**src/sv/aiopga_pkg.sv**
```systemverilog
// Package for the arcade I/O port gate array.
// Holds field widths, item kind codes, register indexes, reset values and shared types.
// No dependencies; every other file imports it.
package aiopga_pkg;

  localparam int KIND_W      = 2;
  localparam int ADDR_W      = 8;
  localparam int DATA_W      = 8;
  localparam int PAD_W       = 16;
  localparam int SYS_W       = 8;
  localparam int ELAPSED_W   = 20;
  localparam int GUN_W       = 16;
  localparam int SCHEME_W    = 2;
  localparam int PULSE_W     = 17;
  localparam int CFG_DATA_W  = 17;
  localparam int CFG_INDEX_W = 1;
  localparam int NPORTS      = 8;
  localparam int PORT_SEL_W  = 3;
  localparam int COINS_W     = 16;
  localparam int TIMER_W     = 18;
  localparam int POS_W       = 6;

  typedef enum logic [KIND_W-1:0] {
    KIND_WRITE = 2'd0,
    KIND_READ  = 2'd1,
    KIND_TICK  = 2'd2,
    KIND_COIN  = 2'd3
  } kind_t;

  localparam logic [CFG_INDEX_W-1:0] CFG_CONTROL_SCHEME    = 1'd0;
  localparam logic [CFG_INDEX_W-1:0] CFG_COIN_PULSE_LENGTH = 1'd1;

  localparam logic [SCHEME_W-1:0] SCHEME_PADS   = 2'd0;
  localparam logic [SCHEME_W-1:0] SCHEME_ROTARY = 2'd1;
  localparam logic [SCHEME_W-1:0] SCHEME_HAMMER = 2'd2;

  localparam logic [ADDR_W-1:0]  DIR_ADDR         = 8'd8;
  localparam logic [PULSE_W-1:0] PULSE_LEN_RESET  = 17'd75000;
  localparam logic [DATA_W-1:0]  LATCH_RESET      = 8'hFF;
  localparam logic [DATA_W-1:0]  DIR_RESET        = 8'hFF;
  localparam logic [COINS_W-1:0] COINS_MAX        = 16'hFFFF;

  typedef logic [NPORTS-1:0][DATA_W-1:0] ports_t;

  typedef struct packed {
    kind_t                  kind;
    logic [ADDR_W-1:0]      addr;
    logic [DATA_W-1:0]      wdata;
    logic [PAD_W-1:0]       pad1_buttons;
    logic [PAD_W-1:0]       pad2_buttons;
    logic [SYS_W-1:0]       system_buttons;
    logic [ELAPSED_W-1:0]   elapsed;
    logic signed [GUN_W-1:0] gun_x;
    logic signed [GUN_W-1:0] gun_y;
    logic                   gun_trigger;
  } item_t;

  typedef struct packed {
    logic [COINS_W-1:0]        coins_waiting;
    logic signed [TIMER_W-1:0] coin_timer;
    logic [POS_W-1:0]          hammer_col;
    logic [POS_W-1:0]          hammer_row;
  } tick_state_t;

endpackage

```
**src/sv/aiopga_tick.sv**
```systemverilog
// Input sampler: rebuilds the eight input ports on an update tick.
// Covers pad mapping, hammer gun position, system buttons and the coin pulse timer.
// Depends on aiopga_pkg.
module aiopga_tick (
  input  aiopga_pkg::item_t                          item,
  input  logic [aiopga_pkg::SCHEME_W-1:0]            scheme,
  input  logic [aiopga_pkg::PULSE_W-1:0]             pulse_len,
  input  aiopga_pkg::tick_state_t                    cur,
  output aiopga_pkg::ports_t                         ports,
  output aiopga_pkg::tick_state_t                    nxt
);
  import aiopga_pkg::*;

  // Biased position arithmetic keeps both values non-negative before the shift.
  localparam logic signed [24:0] X_SCALE = 25'sd193;
  localparam logic signed [24:0] X_BIAS  = 25'sd8421376;
  localparam logic signed [23:0] Y_OFS   = 24'sd7;
  localparam logic signed [23:0] Y_SCALE = 24'sd49;
  localparam logic signed [23:0] Y_BIAS  = 24'sd2097280;
  localparam logic [7:0]  X_ZERO = 8'd128;
  localparam logic [7:0]  X_LO   = 8'd125;
  localparam logic [7:0]  X_HI   = 8'd193;
  localparam logic [7:0]  X_CLIP = 8'd190;
  localparam logic [13:0] Y_ZERO = 14'd8192;
  localparam logic [13:0] Y_LO   = 14'd8189;
  localparam logic [13:0] Y_HI   = 14'd8241;
  localparam logic [13:0] Y_CLIP = 14'd8238;
  localparam logic [POS_W-1:0] COL_MAX = 6'd62;
  localparam logic [POS_W-1:0] ROW_MAX = 6'd46;

  function automatic logic [DATA_W-1:0] scramble6(input logic [POS_W-1:0] h);
    return {h[2], h[3], h[0], h[1], 2'b00, h[5], h[4]};
  endfunction

  function automatic logic [DATA_W-1:0] pad_flip(input logic [PAD_W-1:0] t);
    return {t[6], t[7], t[4], t[5], 1'b0, t[9], t[8], t[10]};
  endfunction

  function automatic logic [2:0] rotary_clear(input logic [PAD_W-1:0] t);
    return (t[0] ? 3'd3 : 3'd0) | (t[1] ? 3'd5 : 3'd0) |
           (t[2] ? 3'd6 : 3'd0) | (t[3] ? 3'd7 : 3'd0);
  endfunction

  logic signed [GUN_W-1:0] gx, gy;
  logic signed [24:0]      sx;
  logic signed [23:0]      sy;
  logic [7:0]              xb;
  logic [13:0]             yb;
  logic                    hit;
  logic [POS_W-1:0]        col_hit, row_hit;

  assign gx  = item.gun_x;
  assign gy  = item.gun_y;
  assign sx  = 25'(gx) * X_SCALE + X_BIAS;
  assign sy  = (24'(gy) + Y_OFS) * Y_SCALE + Y_BIAS;
  assign xb  = sx[23:16];
  assign yb  = sy[21:8];
  assign hit = item.gun_trigger && (xb >= X_LO) && (xb <= X_HI) &&
               (yb >= Y_LO) && (yb <= Y_HI);

  always_comb begin
    if (xb < X_ZERO) begin
      col_hit = '0;
    end else if (xb > X_CLIP) begin
      col_hit = COL_MAX;
    end else begin
      col_hit = POS_W'(xb - X_ZERO);
    end
    if (yb < Y_ZERO) begin
      row_hit = '0;
    end else if (yb > Y_CLIP) begin
      row_hit = ROW_MAX;
    end else begin
      row_hit = POS_W'(yb - Y_ZERO);
    end
  end

  logic signed [21:0] diff, neg_lim, pos_lim;

  assign pos_lim = $signed({5'b0, pulse_len});
  assign neg_lim = -pos_lim;

  always_comb begin
    logic [PAD_W-1:0] t;
    ports = '1;
    nxt   = cur;
    t     = '0;
    if (scheme == SCHEME_HAMMER) begin
      if (hit) begin
        nxt.hammer_col = col_hit;
        nxt.hammer_row = row_hit;
        ports[2][4]    = 1'b0;
      end
      ports[0] = scramble6(nxt.hammer_col);
      ports[1] = scramble6(nxt.hammer_row);
    end else begin
      for (int i = 0; i < 2; i++) begin
        t = (i == 0) ? item.pad1_buttons : item.pad2_buttons;
        ports[i] = ports[i] ^ pad_flip(t);
        if (scheme == SCHEME_ROTARY) begin
          ports[i][2:0] = ports[i][2:0] & ~rotary_clear(t);
        end else begin
          ports[5][4*i +: 3] = ports[5][4*i +: 3] ^ {t[0], t[1], t[2]};
        end
        ports[2][4+i] = ports[2][4+i] ^ t[11];
      end
    end

    ports[2][3:2] = ports[2][3:2] ^ item.system_buttons[3:2];
    ports[2][7]   = ports[2][7] ^ item.system_buttons[4];

    // Coin line: count down, rest at the idle floor, then start the next queued coin.
    diff = 22'(cur.coin_timer) - $signed({2'b00, item.elapsed});
    if (diff < neg_lim) begin
      diff = neg_lim;
    end
    if ((cur.coins_waiting != '0) && (diff == neg_lim)) begin
      diff = pos_lim;
      nxt.coins_waiting = cur.coins_waiting - COINS_W'(1);
    end
    nxt.coin_timer = $signed(diff[TIMER_W-1:0]);
    ports[2][0] = ports[2][0] ^ (diff > 22'sd0);
    ports[3] = '0;
  end

endmodule

```
**src/sv/aiopga_regs.sv**
```systemverilog
// Register file of the gate array: configuration, output latches, direction register,
// input ports and sampler state, plus the bus read path. Depends on aiopga_pkg, aiopga_tick.
module aiopga_regs (
  input  logic                                clk,
  input  logic                                rst_n,
  input  logic                                cfg_we,
  input  logic [aiopga_pkg::CFG_INDEX_W-1:0]  cfg_index,
  input  logic [aiopga_pkg::CFG_DATA_W-1:0]   cfg_wdata,
  input  aiopga_pkg::item_t                   item,
  input  logic                                exec,
  output logic [aiopga_pkg::DATA_W-1:0]       read_data
);
  import aiopga_pkg::*;

  logic [SCHEME_W-1:0] scheme_r;
  logic [PULSE_W-1:0]  pulse_len_r;
  ports_t              ports_r;
  ports_t              latches_r;
  logic [DATA_W-1:0]   dir_r;
  tick_state_t         tstate_r;

  ports_t              tick_ports;
  tick_state_t         tick_nxt;
  logic [PORT_SEL_W-1:0] sel;

  aiopga_tick u_tick (
    .item      (item),
    .scheme    (scheme_r),
    .pulse_len (pulse_len_r),
    .cur       (tstate_r),
    .ports     (tick_ports),
    .nxt       (tick_nxt)
  );

  assign sel = item.addr[PORT_SEL_W-1:0];

  // Addresses above the direction register alias onto the input ports.
  always_comb begin
    read_data = '0;
    if (item.kind == KIND_READ) begin
      if (item.addr == DIR_ADDR) begin
        read_data = dir_r;
      end else begin
        read_data = ports_r[sel] & (dir_r[sel] ? LATCH_RESET : latches_r[sel]);
      end
    end
  end

  always_ff @(posedge clk) begin
    if (!rst_n) begin
      scheme_r    <= SCHEME_PADS;
      pulse_len_r <= PULSE_LEN_RESET;
    end else if (cfg_we) begin
      unique case (cfg_index)
        CFG_CONTROL_SCHEME:    scheme_r    <= cfg_wdata[SCHEME_W-1:0];
        CFG_COIN_PULSE_LENGTH: pulse_len_r <= cfg_wdata[PULSE_W-1:0];
        default: ;
      endcase
    end
  end

  always_ff @(posedge clk) begin
    if (!rst_n) begin
      ports_r   <= '0;
      latches_r <= {NPORTS{LATCH_RESET}};
      dir_r     <= DIR_RESET;
      tstate_r  <= '0;
    end else if (exec) begin
      unique case (item.kind)
        KIND_WRITE: begin
          if (item.addr[ADDR_W-1:PORT_SEL_W] == '0) begin
            latches_r[sel] <= item.wdata;
          end else if (item.addr == DIR_ADDR) begin
            dir_r <= item.wdata;
          end
        end
        KIND_READ: ;
        KIND_TICK: begin
          ports_r  <= tick_ports;
          tstate_r <= tick_nxt;
        end
        KIND_COIN: begin
          if (tstate_r.coins_waiting != COINS_MAX) begin
            tstate_r.coins_waiting <= tstate_r.coins_waiting + COINS_W'(1);
          end
        end
        default: ;
      endcase
    end
  end

endmodule

```
**src/sv/arcade_io_port_gate_array_top.sv**
```systemverilog
// Top level of the arcade I/O port gate array: input register, register file, result register.
// Depends on aiopga_pkg and aiopga_regs (which holds aiopga_tick).
//
//   channel | direction | handshake            | payload
//   in      | input     | in_valid / in_stall  | kind, addr, wdata, pads, system, elapsed, gun
//   out     | output    | out_valid / out_stall| read_data
//   cfg     | input     | cfg_we               | cfg_index, cfg_wdata
//
// While an item executes from the input register, the register file updates and the result
// register loads at the same edge. One item is accepted per cycle while in_stall is low; all
// state updates finish in the execute cycle. A stall on the output holds the result register
// and, once the input register is full too, raises in_stall. Synchronous active-low reset
// clears the valid flags and register-file state, not the data registers; no clearing pass.
module arcade_io_port_gate_array_top (
  input  logic                                clk,
  input  logic                                rst_n,
  input  logic                                in_valid,
  output logic                                in_stall,
  input  logic [aiopga_pkg::KIND_W-1:0]       in_kind,
  input  logic [aiopga_pkg::ADDR_W-1:0]       in_addr,
  input  logic [aiopga_pkg::DATA_W-1:0]       in_wdata,
  input  logic [aiopga_pkg::PAD_W-1:0]        in_pad1_buttons,
  input  logic [aiopga_pkg::PAD_W-1:0]        in_pad2_buttons,
  input  logic [aiopga_pkg::SYS_W-1:0]        in_system_buttons,
  input  logic [aiopga_pkg::ELAPSED_W-1:0]    in_elapsed,
  input  logic signed [aiopga_pkg::GUN_W-1:0] in_gun_x,
  input  logic signed [aiopga_pkg::GUN_W-1:0] in_gun_y,
  input  logic                                in_gun_trigger,
  output logic                                out_valid,
  input  logic                                out_stall,
  output logic [aiopga_pkg::DATA_W-1:0]       out_read_data,
  input  logic                                cfg_we,
  input  logic [aiopga_pkg::CFG_INDEX_W-1:0]  cfg_index,
  input  logic [aiopga_pkg::CFG_DATA_W-1:0]   cfg_wdata
);
  import aiopga_pkg::*;

  item_t             item_r;
  logic              item_valid_r;
  logic              out_valid_r;
  logic              out_valid_nxt;
  logic              item_valid_nxt;
  logic [DATA_W-1:0] out_data_r;
  logic [DATA_W-1:0] read_data;
  logic              accept;
  logic              exec;
  logic              out_hold;

  assign out_hold = out_valid_r && out_stall;
  assign exec     = item_valid_r && !out_hold;
  assign in_stall = item_valid_r && out_hold;
  assign accept   = in_valid && !in_stall;

  aiopga_regs u_regs (
    .clk       (clk),
    .rst_n     (rst_n),
    .cfg_we    (cfg_we),
    .cfg_index (cfg_index),
    .cfg_wdata (cfg_wdata),
    .item      (item_r),
    .exec      (exec),
    .read_data (read_data)
  );

  always_comb begin
    item_valid_nxt = accept || (item_valid_r && !exec);
    out_valid_nxt  = exec || out_hold;
  end

  always_ff @(posedge clk) begin
    if (!rst_n) begin
      item_valid_r <= 1'b0;
      out_valid_r  <= 1'b0;
    end else begin
      item_valid_r <= item_valid_nxt;
      out_valid_r  <= out_valid_nxt;
    end
  end

  always_ff @(posedge clk) begin
    if (accept) begin
      item_r.kind           <= kind_t'(in_kind);
      item_r.addr           <= in_addr;
      item_r.wdata          <= in_wdata;
      item_r.pad1_buttons   <= in_pad1_buttons;
      item_r.pad2_buttons   <= in_pad2_buttons;
      item_r.system_buttons <= in_system_buttons;
      item_r.elapsed        <= in_elapsed;
      item_r.gun_x          <= in_gun_x;
      item_r.gun_y          <= in_gun_y;
      item_r.gun_trigger    <= in_gun_trigger;
    end
    if (exec) begin
      out_data_r <= read_data;
    end
  end

  assign out_valid     = out_valid_r;
  assign out_read_data = out_data_r;

endmodule

```
**config.mk**
```make
export PLATFORM = sky130hd
export DESIGN_NAME = arcade_io_port_gate_array_top
export DESIGN_NICKNAME = d
export VERILOG_FILES = /design/src/sv/aiopga_pkg.sv /design/src/sv/aiopga_tick.sv /design/src/sv/aiopga_regs.sv /design/src/sv/arcade_io_port_gate_array_top.sv
export SDC_FILE = /design/constraint.sdc
export NUM_CORES = 1
export LEC_CHECK = 0
export BUFFER_PORTS_ARGS = -buffer_cell sky130_fd_sc_hd__buf_2
export CORE_MARGIN = 2
export CORE_UTILIZATION = 60
export CTS_BUF_LIST = sky130_fd_sc_hd__clkbuf_8
export DETAILED_ROUTE_END_ITERATION = 10
export PLACE_DENSITY = 0.88
export SLEW_MARGIN = 10
export SYNTH_ARGS = -nofsm -noshare
export SYNTH_HDL_FRONTEND = slang
export SYNTH_SLANG_ARGS = --single-unit
```
**constraint.sdc**
```tcl
create_clock -name clk -period 7.7 [get_ports clk]
set_input_delay 0.77 -clock clk [delete_from_list [all_inputs] [get_ports clk]]
set_output_delay 0.77 -clock clk [all_outputs]
set_load 0.02 [all_outputs]
```
# After elaboration in Yosys (flattened, before gate mapping)
# Cells that the tools add are included.
# word_totals
regBits	280
wordCells	154
out_inout_bits	10
# classes
mul	2
mux	39
eq_ne	10
reduce_logical	27
n_bitwise	22
magnitude_cmp	12
addsub	9
# op_table
op	count
bitwise mux 64 bit	1
binary-select mux 8 bit (select 3 bit)	2
2-to-1 mux 16 bit	3
2-to-1 mux 22 bit	2
2-to-1 mux 8 bit	5
2-to-1 mux 3 bit	12
case mux 16 bit (2 select lines)	1
adder 24 bit, second input constant	1
demux 8 bit (select 3 bit)	1
multiplier 16 x 9 -> 24 bit, second input constant	1
2-to-1 mux 6 bit	4
adder 22 bit, second input constant	1
equality test 22 bit	1
> comparator 22 x 1 -> 1 bit, second input constant	1
less-than comparator 22 bit	1
multiplier 17 x 7 -> 22 bit, second input constant	1
negation 17 -> 22 bit	1
subtractor 18 x 21 -> 22 bit	1
adder 16 x 4 -> 17 bit, second input constant	1
adder 16 x 1 -> 16 bit, second input constant	1
inequality test 16 bit, second input constant	1
NOT 8 bit	2
nonzero test 16 bit	1
subtractor 16 x 1 -> 16 bit, second input constant	1
36 further kinds	74

# Logic depth before layout (Yosys ltp)
# Gate-level depths: netlist of run 1.
# depth
word_depth	9
depth_mapped	30
ltp_nobuf	27

# Hierarchy
# From an unflattened synthesis of run 1, not the netlist that was laid out.
# hier_totals
hier_cells	2382
hier_area_um2	20836.2
# by_module_without_submodules
mod	n_inst	cells_per_inst	seq_area_each_um2	area_per_inst_um2
aiopga_regs	1	1100	4023.9	8758.4
aiopga_tick	1	1155	0.0	8420.6
arcade_io_port_gate_array_top	1	127	3613.5	3657.3

# Worst setup path after synthesis of run 1
# OpenSTA, ideal clock, no wires.
# synth_path
path_type	input-to-reg
from	input port out_stall
to	register item_r[0] (netlist name) (enable)
setup_slack_ps	1803
required_ps	7135
arrival_ps	5332
setup_time_ps	565
cell_stages	2
n_path_buf	0
path_cell_list	and3_1 > nor2b_1
# synth_between
elab_chain_cells	4
# synth_lines
item	line	source
start: declaration	arcade_io_port_gate_array_top.sv:30	input logic out_stall,
logical AND 1 bit	arcade_io_port_gate_array_top.sv:49	assign out_hold = out_valid_r && out_stall;
logical AND 1 bit	arcade_io_port_gate_array_top.sv:51	assign in_stall = item_valid_r && out_hold;
zero test 1 bit	arcade_io_port_gate_array_top.sv:52	assign accept = in_valid && !in_stall;
logical AND 1 bit	arcade_io_port_gate_array_top.sv:52	
net accept	arcade_io_port_gate_array_top.sv:45	logic accept;
end: declaration	arcade_io_port_gate_array_top.sv:38	item_t item_r;
# The timed path passes the listed nets, and every way through them passes these cells.
# A chain may end at the register's enable or synchronous reset.

# Final worst setup path of run 1
# layout_path
from	register item_r[1] (netlist name)
to	register u_regs.tstate_r[3] (netlist name)
# layout_between
elab_chain_cells	7
word_cells_on_any_way	13
# layout_lines
item	line	source
adder 16 x 4 -> 17 bit *	aiopga_tick.sv:55	assign sy = (24'(gy) + Y_OFS) * Y_SCALE + Y_BIAS;
multiplier 17 x 7 -> 22 bit *	aiopga_tick.sv:55	
adder 22 bit *	aiopga_tick.sv:55	
> comparator 14 bit, or another cell as far along	aiopga_tick.sv:71	end else if (yb > Y_CLIP) begin
2-to-1 mux 6 bit / logical AND 1 bit (equally long branches)	aiopga_tick.sv:71, aiopga_tick.sv:58	
2-to-1 mux 6 bit / logical AND 1 bit (equally long branches)	aiopga_tick.sv:69, aiopga_tick.sv:59	
2-to-1 mux 12 bit *	aiopga_tick.sv:89	if (hit) begin
end signal: assignment	aiopga_regs.sv:80	tstate_r <= tick_nxt;
end: declaration	aiopga_regs.sv:20	tick_state_t tstate_r;
# Mark *: on every way between the ends. The rest lies on a longest branch, timed or not.

==> results of run 1 <==
cell usage in the layout (no fill, tap or decap), types with 19 or more instances in the layout:
cell type	instances
nor2b_1	37
nand4_1	22
buf_2	129
nor2_1	67
nand3_1	87
a21o_1	21
nand2b_1	21
o211ai_1	19
clkbuf_8	52
a21oi_1	62
nand2_1	249
and3_1	19
mux2i_1	81
inv_1	187
xor2_1	41
o21ai_0	80
nor3_1	39
and2_1	26
fa_1	29
ha_1	185
xnor2_1	57
edfxtp_1	106
dfxtp_1	167
path summary, 6_finish.rpt:
check,to,slack [ns]
hold reg to reg,u_regs.tstate_r[3],0.46
setup / recovery,u_regs.tstate_r[3],0.68
hold / removal,item_r[12],0.33
setup reg to reg,u_regs.tstate_r[3],0.68
layer usage:
metal  global-route usage  share of wire
met5                    0              0
met4                0.108          0.031
met3               0.0392          0.066
met2                0.478           0.49
met1                0.344           0.42
stage by stage:
step	hold slack (ns)	util
after global placement	0.437	0.642
after floorplan	0.423	-
after global routing	0.306	0.677
final	0.325	0.677
after detailed placement	0.446	0.642
after CTS	0.295	0.677
area by class of cell:
cell class / count / area [um^2]
timing repair buffer: 141 / 736
sequential: 273 / 6530
clock buffer: 52 / 716
clock inverter: 38 / 339
inverter: 181 / 679
tap: 390 / 488
fill: 2161 / 9590
multi-input combinational: 1394 / 10600
logic make-up (layout without fill, tap and decap cells):
kind of cell	count (synthesis)	in the layout	synth area share
muxes	115	115	0.0768
xor gates and xnor gates	101	101	0.0511
DFF	273	273	0.359
and+or+nand+nor	634	634	0.173
buffers and inverters	266	412	0.0568
adders and majority gates	216	216	0.160
AOI/OAI and AO/OA	328	328	0.123
worst reg2reg max path, stage by stage (launching register included):
cell and delay [ns]:
edfxtp_1 0.42, inv_1 0.10, ha_1 0.20, nor2b_1 0.25, nor2_1 0.10, and3_1 0.22, xor2_1 0.33, ha_1 0.31
ha_1 0.28, inv_1 0.06, fa_1 0.53, inv_1 0.04, ha_1 0.28, ha_1 0.34, o21ai_0 0.16, nand2b_1 0.11
a21oi_1 0.16, nor2b_1 0.08, o21ai_0 0.47, nor2_1 0.19, a2111oi_0 0.30, nor4bb_1 0.32, nand4_1 0.23, a211o_1 0.64
or4_1 0.63, a21bo_1 0.19
flip-flops by register name (all words and copies together), names as in the netlist:
register,flops
u_regs.pulse_len_r,17
u_regs.scheme_r,2
out_valid,1
u_regs.dir_r,8
u_regs.tstate_r,46
u_regs.latches_r,64
item_r,98
out_read_data,8
item_valid_r,1
u_regs.ports_r,28
power breakdown:
| part | total, mW | switching [mW] | internal, mW |
|---|---|---|---|
| combinational | 1.51 | 0.887 | 0.621 |
| clock | 1.47 | 0.654 | 0.811 |
| sequential | 1.61 | 0.0502 | 1.56 |
==> results.rst, run 1 <==
.. list-table::
   :header-rows: 1

   * - Metric
     - Value
   * - Post-layout nets
     - 2,387
   * - Number of warnings issued by yosys
     - 0
   * - Clk sinks
     - 273
   * - Maximum cell stage delay along the critical path
     - 0.64 ns
   * - Net count after synthesis
     - 2,281
   * - Standard-cell rows
     - 63
   * - Number of buffer and inverter instances along the worst setup path
     - 3
   * - Worst setup path class
     - flop to flop
   * - Wire length of the first global-routing pass
     - 70,400 um
   * - Reg-to-Reg Start
     - item_r[1]
   * - Leak pwr
     - 9.18 nW
   * - Count of pins over their slew limit
     - 0
   * - Top-area cell type share of the netlist area
     - 0.184
   * - Max-cap violations
     - 0
   * - Area of the core
     - 29,700 um^2
   * - Die H
     - 178 um
   * - Synth unique cells
     - 91
   * - Setup slack of the critical path after layout
     - 0.685 ns
   * - Relative slew slack
     - 0.232
   * - Slowest CP cell
     - a211o_1
   * - Placed instance area
     - 19,100 um^2
   * - Number of nets still failing antenna checks after routing
     - 0
   * - Total via count in the routed design
     - 14.6k
   * - Synthesized area per cell
     - 9.40 um^2
   * - Chip Width
     - 178 um
   * - Drt initial violations
     - 1,101
   * - Pre-antenna DRT Iters
     - 5
   * - Gr usage total
     - 0.274
   * - Post-route cell area
     - 20,100 um^2
   * - Layout Area Growth over Synthesis
     - 10.7%
   * - Cell count after synthesis
     - 1,933
   * - Critical Path Source Type
     - flop
   * - Largest area contributor in the synthesized netlist
     - dfxtp_1
   * - Share of synthesized area occupied by flip-flops and latches
     - 0.359
   * - Dominant cell by count in the synthesized netlist
     - nand2_1
   * - Post-placement worst setup slack
     - 0.829 ns
   * - Fin cells
     - 2,469
   * - Commonest cells in the synthesized netlist
     - nand2_1, ha_1, inv_1
   * - Number of failing hold endpoints at the final stage
     - 0
   * - Run status
     - finished clean
   * - Share of cells above drive strength 1
     - 0.136
   * - CTS H-tree lvls
     - 2
   * - Final period util
     - 0.911
   * - Kind of path behind the tightest hold check
     - input pin to flop
   * - TritonCTS clock tree
     - yes
   * - Post-CTS Setup Repair Bufs
     - 0
   * - Sum of net half-perimeters after detailed placement
     - 31,100 um
   * - Hold path cells
     - 1
   * - Maximum number of pins on one net before global-route repair
     - 91
   * - Hold Buf Count CTS
     - 0
   * - Final global-route overflow total
     - 0
   * - Depth of the critical timing path with buffers and inverters included
     - 25
   * - VDD IR-drop max
     - 0.000194 V
   * - Final setup vio count
     - 0
   * - Type of element capturing the critical path
     - flop
   * - Signal arrival time at the worst endpoint
     - 7.55 ns
   * - Root buffer cell
     - clkbuf_8
   * - Count of state elements after synthesis
     - 273
   * - Dominant synthesized flop cell
     - dfxtp_1
   * - Logic depth of the worst register-to-register path
     - 25
   * - Post-Route Skew
     - 0.0340 ns
   * - CP required
     - 8.24 ns
   * - Vias in the first global route
     - 14.6k
   * - I/O pin count
     - 144
   * - Launch point of the worst path
     - item_r[1]
   * - Critical path's top delay family
     - simple AND/OR/NAND/NOR gates
   * - Initial cell density of the core
     - 0.612
   * - Fraction of registers with async set or reset after synthesis
     - 0
   * - Placer Congestion
     - 0.970
   * - TritonCTS buffer count
     - 48
   * - Worst-Margin Slew
     - 1.14 ns
   * - Fin Setup TNS
     - 0 ns
   * - Top fanout value on the critical path
     - 22
   * - Cell seen most often among critical-path stages
     - ha_1
   * - Post-detailed-route wirelength per cell
     - 17.4 um
   * - Number of antenna violations at the first check in global routing
     - 0
   * - Buffer levels on the longest clock path
     - 3
   * - Number of gates resized after CTS
     - 0
   * - DR vias/cell
     - 5.93
   * - Number of flops mapped to enable cells by yosys
     - 106
   * - Power per Cell Area
     - 228 nW/um^2
   * - Total routed wirelength
     - 43,100 um
   * - Total placed cells including tap cells
     - 2,379
   * - Post-layout power
     - 4.58 mW
   * - Time the final worst path needs with I/O delays and setup
     - 7.02 ns
   * - Die outline area
     - 31,700 um^2
   * - Max Clock Freq
     - 0.143 GHz
   * - Post-synth design cell area
     - 18,200 um^2
   * - HP Start
     - in_gun_y[11]
   * - Largest cells by area after synthesis
     - dfxtp_1, edfxtp_1, ha_1
   * - Residual DRC
     - 0
   * - Clock latency on the worst-skew pair
     - 0.62 ns
   * - Number of antenna repair diodes
     - 0
   * - PortBufs
     - 130
   * - Setup repair after global routing missed its margin
     - false
   * - Clock-pin transition on the worst setup and hold timing paths
     - 0.07 ns
Power figures use the tool's default switching activity.
==> run 2, diff against run 1 <==
Settings changed: CORE_MARGIN 2 to unset, PLACE_DENSITY 0.88 to unset, PLACE_DENSITY_LB_ADDON set to 0.3.
==> results.rst, run 2 (synthesized netlist as in run 1, its figures left out) <==
.. list-table::
   :header-rows: 1

   * - Metric
     - Value
   * - Fin Setup TNS
     - 0 ns
   * - Clk sinks
     - 273
   * - Standard-cell rows
     - 63
   * - Fin cells
     - 2,470
   * - Final period util
     - 0.912
   * - Setup repair after global routing missed its margin
     - false
   * - Number of antenna violations at the first check in global routing
     - 2
   * - Sum of net half-perimeters after detailed placement
     - 31,000 um
   * - Reg2reg setup slack
     - 0.68 ns
   * - Chip Width
     - 176 um
   * - Met2 demand-to-capacity share in global routing
     - 0.471
   * - Clock latency on the worst-skew pair
     - 0.60 ns
   * - Die outline area
     - 31,000 um^2
   * - Total via count in the routed design
     - 14.6k
   * - Met1 Resource Use GR
     - 0.353
   * - Residual DRC
     - 0
   * - Worst Hold Slack
     - 0.345 ns
   * - Placer Congestion
     - 0.979
   * - Hold Buf Count CTS
     - 0
   * - TritonCTS clock tree
     - yes
   * - Buffer levels on the longest clock path
     - 3
   * - Post-detailed-route wirelength per cell
     - 17.2 um
   * - Cell seen most often among critical-path stages
     - ha_1
   * - Most common library cell in the layout ignoring fill and taps
     - nand2_1
   * - Relative slew slack
     - 0.239
   * - Commonest cells after routing, fill and taps aside
     - nand2_1, inv_1, ha_1
   * - Drt initial violations
     - 1,122
   * - Gr usage total
     - 0.277
   * - CTS H-tree lvls
     - 2
   * - CP required
     - 8.23 ns
   * - Initial cell density of the core
     - 0.612
   * - Largest registers
     - item_r x98, u_regs.latches_r x64, u_regs.tstate_r x46
   * - Slowest CP cell
     - a211o_1
   * - Power per Cell Area
     - 224 nW/um^2
   * - Setup slack of the critical path after layout
     - 0.680 ns
   * - Max Clock Freq
     - 0.142 GHz
   * - Time the final worst path needs with I/O delays and setup
     - 7.02 ns
   * - Switching power
     - 1.55 mW
   * - Number of buffer and inverter instances along the worst setup path
     - 3
   * - Flop pwr share
     - 0.358
   * - Number of failing hold endpoints at the final stage
     - 0
   * - Global-route met3 utilization
     - 0.0484
   * - Number of flip-flops under the largest register name
     - 98
   * - Pre-antenna DRT Iters
     - 5
   * - Root buffer cell
     - clkbuf_8
   * - Final global-route overflow total
     - 0
   * - Clock-pin transition on the worst setup and hold timing paths
     - 0.06 ns
   * - Clock Power Share
     - 0.310
   * - Proportion of power drawn by combinational gates
     - 0.332
   * - Count of pins over their slew limit
     - 0
   * - Leak pwr
     - 9.20 nW
   * - Signal arrival time at the worst endpoint
     - 7.55 ns
   * - Post-placement worst setup slack
     - 0.603 ns
   * - Maximum cell stage delay along the critical path
     - 0.62 ns
   * - Total placed cells including tap cells
     - 2,379
   * - Maximum number of pins on one net before global-route repair
     - 92
   * - TritonCTS buffer count
     - 48
   * - Run status
     - finished clean
   * - Sw Share
     - 0.344
   * - Type of element capturing the critical path
     - flop
   * - Area of the core
     - 29,700 um^2
   * - Share of cells above drive strength 1
     - 0.135
   * - Final setup vio count
     - 0
   * - I/O pin count
     - 144
   * - Top fanout value on the critical path
     - 22
   * - Layout Area Growth over Synthesis
     - 10.5%
   * - Number of nets still failing antenna checks after routing
     - 0
   * - Total routed wirelength
     - 42,600 um
   * - Max-cap violations
     - 0
   * - Worst setup path class
     - flop to flop
   * - Critical path's top delay family
     - simple AND/OR/NAND/NOR gates
   * - Worst-Margin Slew
     - 1.13 ns
   * - DR vias/cell
     - 5.91
   * - Top register by number of flip-flops
     - item_r
   * - Vias in the first global route
     - 14.4k
   * - Most used routing layer
     - met2
   * - PortBufs
     - 130
   * - Die H
     - 176 um
   * - Wire length of the first global-routing pass
     - 69,300 um
   * - Kind of path behind the tightest hold check
     - input pin to flop
   * - VDD IR-drop max
     - 0.000166 V
   * - P_int
     - 2.95 mW
   * - Critical Path Source Type
     - flop
   * - Post-layout nets
     - 2,387
   * - Post-Route Skew
     - 0.0253 ns
[run 2: repair_timing]
action                     4_1_cts  5_1_grt
setup buffers                    0        0
resized for setup                0        1
setup endpoints to repair        0        1
hold endpoints to repair         0        0
[run 2: final timing paths]
path,startpoint,endpoint,depth (start not counted)
setup / recovery,item_r[1],u_regs.tstate_r[3],25
setup reg to reg,item_r[1],u_regs.tstate_r[3],25
hold / removal,in_wdata[4],item_r[97],1
hold reg to reg,u_regs.tstate_r[3],u_regs.tstate_r[3],1
[run 2: worst reg2reg max path, delay by kind of cell (launching register included)]
| kind | cells | cell delay (ns) |
|---|---|---|
| simple gates | 9 | 2.18 |
| fa+ha+maj | 6 | 1.96 |
| compound gates | 6 | 1.90 |
| xor+xnor | 1 | 0.31 |
| flops | 1 | 0.42 |
| buf+inv | 3 | 0.19 |
[run 2: power by group through the flow]
stage	Clock, mW	Combinational (mW)	Sequential, mW
after floorplan	0	1.15	1.62
after global placement	0	1.42	1.64
after detailed placement	0	1.47	1.64
after CTS	1.42	1.48	1.61
after global routing	1.48	1.69	1.62
final	1.39	1.49	1.61
[run 2: stage by stage]
stage	util	power (mW)	area (um^2)
final	0.676	4.50	20100
after global routing	0.676	4.79	20100
after CTS	0.676	4.52	20100
after detailed placement	0.642	3.11	19100
after global placement	0.642	3.06	19100
after floorplan	-	2.77	18200
[run 2: per-layer routing]
layer,share of wire,routed length (um)
met1,0.43,18500
met2,0.47,20200
met3,0.061,2600
met4,0.032,1340
met5,0.00023,10
[run 2: area by class of cell]
class / instances / area [um^2]
Fill cell: 2350 / 9630
Antenna cell: 1 / 2.50
Tap cell: 390 / 488
Timing Repair Buffer: 141 / 736
Clock inverter: 27 / 153
Sequential cell: 273 / 6530
Inverter: 181 / 679
Multi-Input combinational cell: 1394 / 10600
Clock buffer: 63 / 867
==> run 3, diff against run 2 <==
Settings changed: SYNTH_HIERARCHICAL set to 1.
==> results.rst, run 3 <==
.. list-table::
   :header-rows: 1

   * - Metric
     - Value
   * - Max-cap violations
     - 0
   * - Die outline area
     - 34,800 um^2
   * - Cell seen most often among critical-path stages
     - ha_1
   * - Total routed wirelength
     - 49,500 um
   * - Die H
     - 187 um
   * - Final period util
     - 0.891
   * - Worst setup path class
     - flop to flop
   * - PortBufs
     - 130
   * - Count of pins over their slew limit
     - 0
   * - Critical path's top delay family
     - simple AND/OR/NAND/NOR gates
   * - Synthesized area per cell
     - 8.63 um^2
   * - Number of warnings issued by yosys
     - 6
   * - Run status
     - finished clean
   * - Number of nets still failing antenna checks after routing
     - 0
   * - Top fanout value on the critical path
     - 8
   * - Maximum number of pins on one net before global-route repair
     - 98
   * - Sum of net half-perimeters after detailed placement
     - 35,300 um
   * - Area of the core
     - 33,500 um^2
   * - Post-route cell area
     - 22,100 um^2
   * - Slowest CP cell
     - a21oi_2
   * - Initial cell density of the core
     - 0.610
   * - I/O pin count
     - 144
   * - CTS H-tree lvls
     - 2
   * - DR vias/cell
     - 5.84
   * - Wire length of the first global-routing pass
     - 80,600 um
   * - Kind of path behind the tightest hold check
     - input pin to flop
   * - Largest registers
     - item_r x98, u_regs/latches_r x64, u_regs/ports_r x64
   * - Commonest cells after routing, fill and taps aside
     - nand2_1, inv_1, dfxtp_1
   * - Post-layout nets
     - 2,787
   * - Drt initial violations
     - 1,410
   * - Type of element capturing the critical path
     - flop
   * - Root buffer cell
     - clkbuf_8
   * - Clock latency on the worst-skew pair
     - 0.65 ns
   * - CP required
     - 8.18 ns
   * - Standard-cell rows
     - 67
   * - VDD IR-drop max
     - 0.000180 V
   * - Most common library cell in the layout ignoring fill and taps
     - nand2_1
   * - Chip Width
     - 187 um
   * - Power per Cell Area
     - 219 nW/um^2
   * - Number of flip-flops under the largest register name
     - 98
   * - Number of buffer and inverter instances along the worst setup path
     - 2
   * - Maximum cell stage delay along the critical path
     - 0.55 ns
   * - Final setup vio count
     - 0
   * - Number of antenna repair diodes
     - 0
   * - Pre-antenna DRT Iters
     - 5
   * - Hold Buf Count CTS
     - 0
   * - Gr usage total
     - 0.282
   * - Critical Path Source Type
     - flop
   * - Buffer levels on the longest clock path
     - 3
   * - TritonCTS buffer count
     - 53
   * - Max Clock Freq
     - 0.146 GHz
   * - Cell count after synthesis
     - 2,369
   * - Vias in the first global route
     - 16.7k
   * - Time the final worst path needs with I/O delays and setup
     - 6.86 ns
   * - Final global-route overflow total
     - 0
   * - Number of antenna violations at the first check in global routing
     - 0
   * - Placed instance area
     - 21,100 um^2
   * - Setup repair after global routing missed its margin
     - false
   * - Leak pwr
     - 9.84 nW
   * - Clock-pin transition on the worst setup and hold timing paths
     - 0.06 ns
   * - Total via count in the routed design
     - 17.2k
   * - Number of gates resized after CTS
     - 0
   * - Share of cells above drive strength 1
     - 0.116
   * - Post-Route Skew
     - 0.0349 ns
   * - Layout Area Growth over Synthesis
     - 8.22%
   * - Post-CTS Setup Repair Bufs
     - 0
   * - Residual DRC
     - 0
   * - Placer Congestion
     - 0.962
   * - Filler cells
     - 2,822
   * - Fin Setup TNS
     - 0 ns
   * - Number of failing hold endpoints at the final stage
     - 0
   * - Top register by number of flip-flops
     - item_r
   * - Clk sinks
     - 309
   * - Post-detailed-route wirelength per cell
     - 16.8 um
   * - TritonCTS clock tree
     - yes
   * - Post-synth design cell area
     - 20,400 um^2
   * - Worst-Margin Slew
     - 1.04 ns
   * - Signal arrival time at the worst endpoint
     - 7.34 ns
   * - Relative slew slack
     - 0.301
==> run 3: path summary, 6_finish.rpt <==
check | to | start | slack [ns] | cells past startpoint
max | u_regs/ports_r[15] | item_r[3] | 0.84 | 26
min | item_r[9] | in_gun_y[8] | 0.30 | 1
max reg2reg | u_regs/ports_r[15] | item_r[3] | 0.84 | 26
min reg2reg | u_regs/ports_r[59] | u_regs/ports_r[59] | 0.45 | 2
==> run 3: metrics by stage <==
stage          hold slack (ns)  cells   util  power (mW)  setup WS, ns
2_1_floorplan            0.432   2403      -        3.11          1.56
3_3_place_gp             0.438   2844  0.631        3.40          1.06
3_5_place_dp             0.446   2844  0.631        3.45         0.921
5_1_grt                  0.259   2937  0.660        5.15         0.389
4_1_cts                  0.256   2937  0.660        4.85         0.905
6_report                 0.297   2937  0.660        4.83         0.840
==> run 3: cell type report <==
cell class / count / area [um^2] / area share
Tap cell: 448 / 561 / 0.0253
Timing Repair Buffer: 145 / 763 / 0.0345
Sequential cell: 309 / 7250 / 0.328
Clock inverter: 32 / 138 / 0.00622
Clock buffer: 61 / 840 / 0.0379
Inverter: 194 / 729 / 0.0330
Multi-Input combinational cell: 1748 / 11800 / 0.536
==> run 3: where the power goes <==
part | switching, mW | leakage [nW] | internal (mW)
clock | 0.667 | 0.604 | 0.716
combinational | 0.977 | 6.56 | 0.668
sequential | 0.0564 | 2.68 | 1.75
total | 1.70 | 9.84 | 3.13
==> run 3: worst reg2reg max path, stage by stage (launching register included) <==
cell	delay, ns
edfxtp_1	0.42
nor3_1	0.45
nor3b_1	0.16
and3_1	0.25
and3_1	0.20
xor2_1	0.24
ha_1	0.28
ha_1	0.27
inv_1	0.05
fa_1	0.50
inv_1	0.04
ha_1	0.28
ha_1	0.36
a21o_1	0.20
a21o_1	0.20
nor2_1	0.22
nand2_1	0.09
nand2_1	0.07
a22oi_1	0.08
or4_1	0.51
a22o_1	0.24
or3_1	0.37
a21oi_2	0.55
nor2_1	0.20
a211o_1	0.34
nand2_1	0.06
a21oi_1	0.07
==> run 3: routing by layer <==
metal  GRT usage  part of all wire  vias up
li1            -                 -     8375
met1       0.349              0.42     8071
met2       0.482              0.47      572
met3      0.0433             0.058      135
met4       0.138             0.046        0
met5           0                 0        -
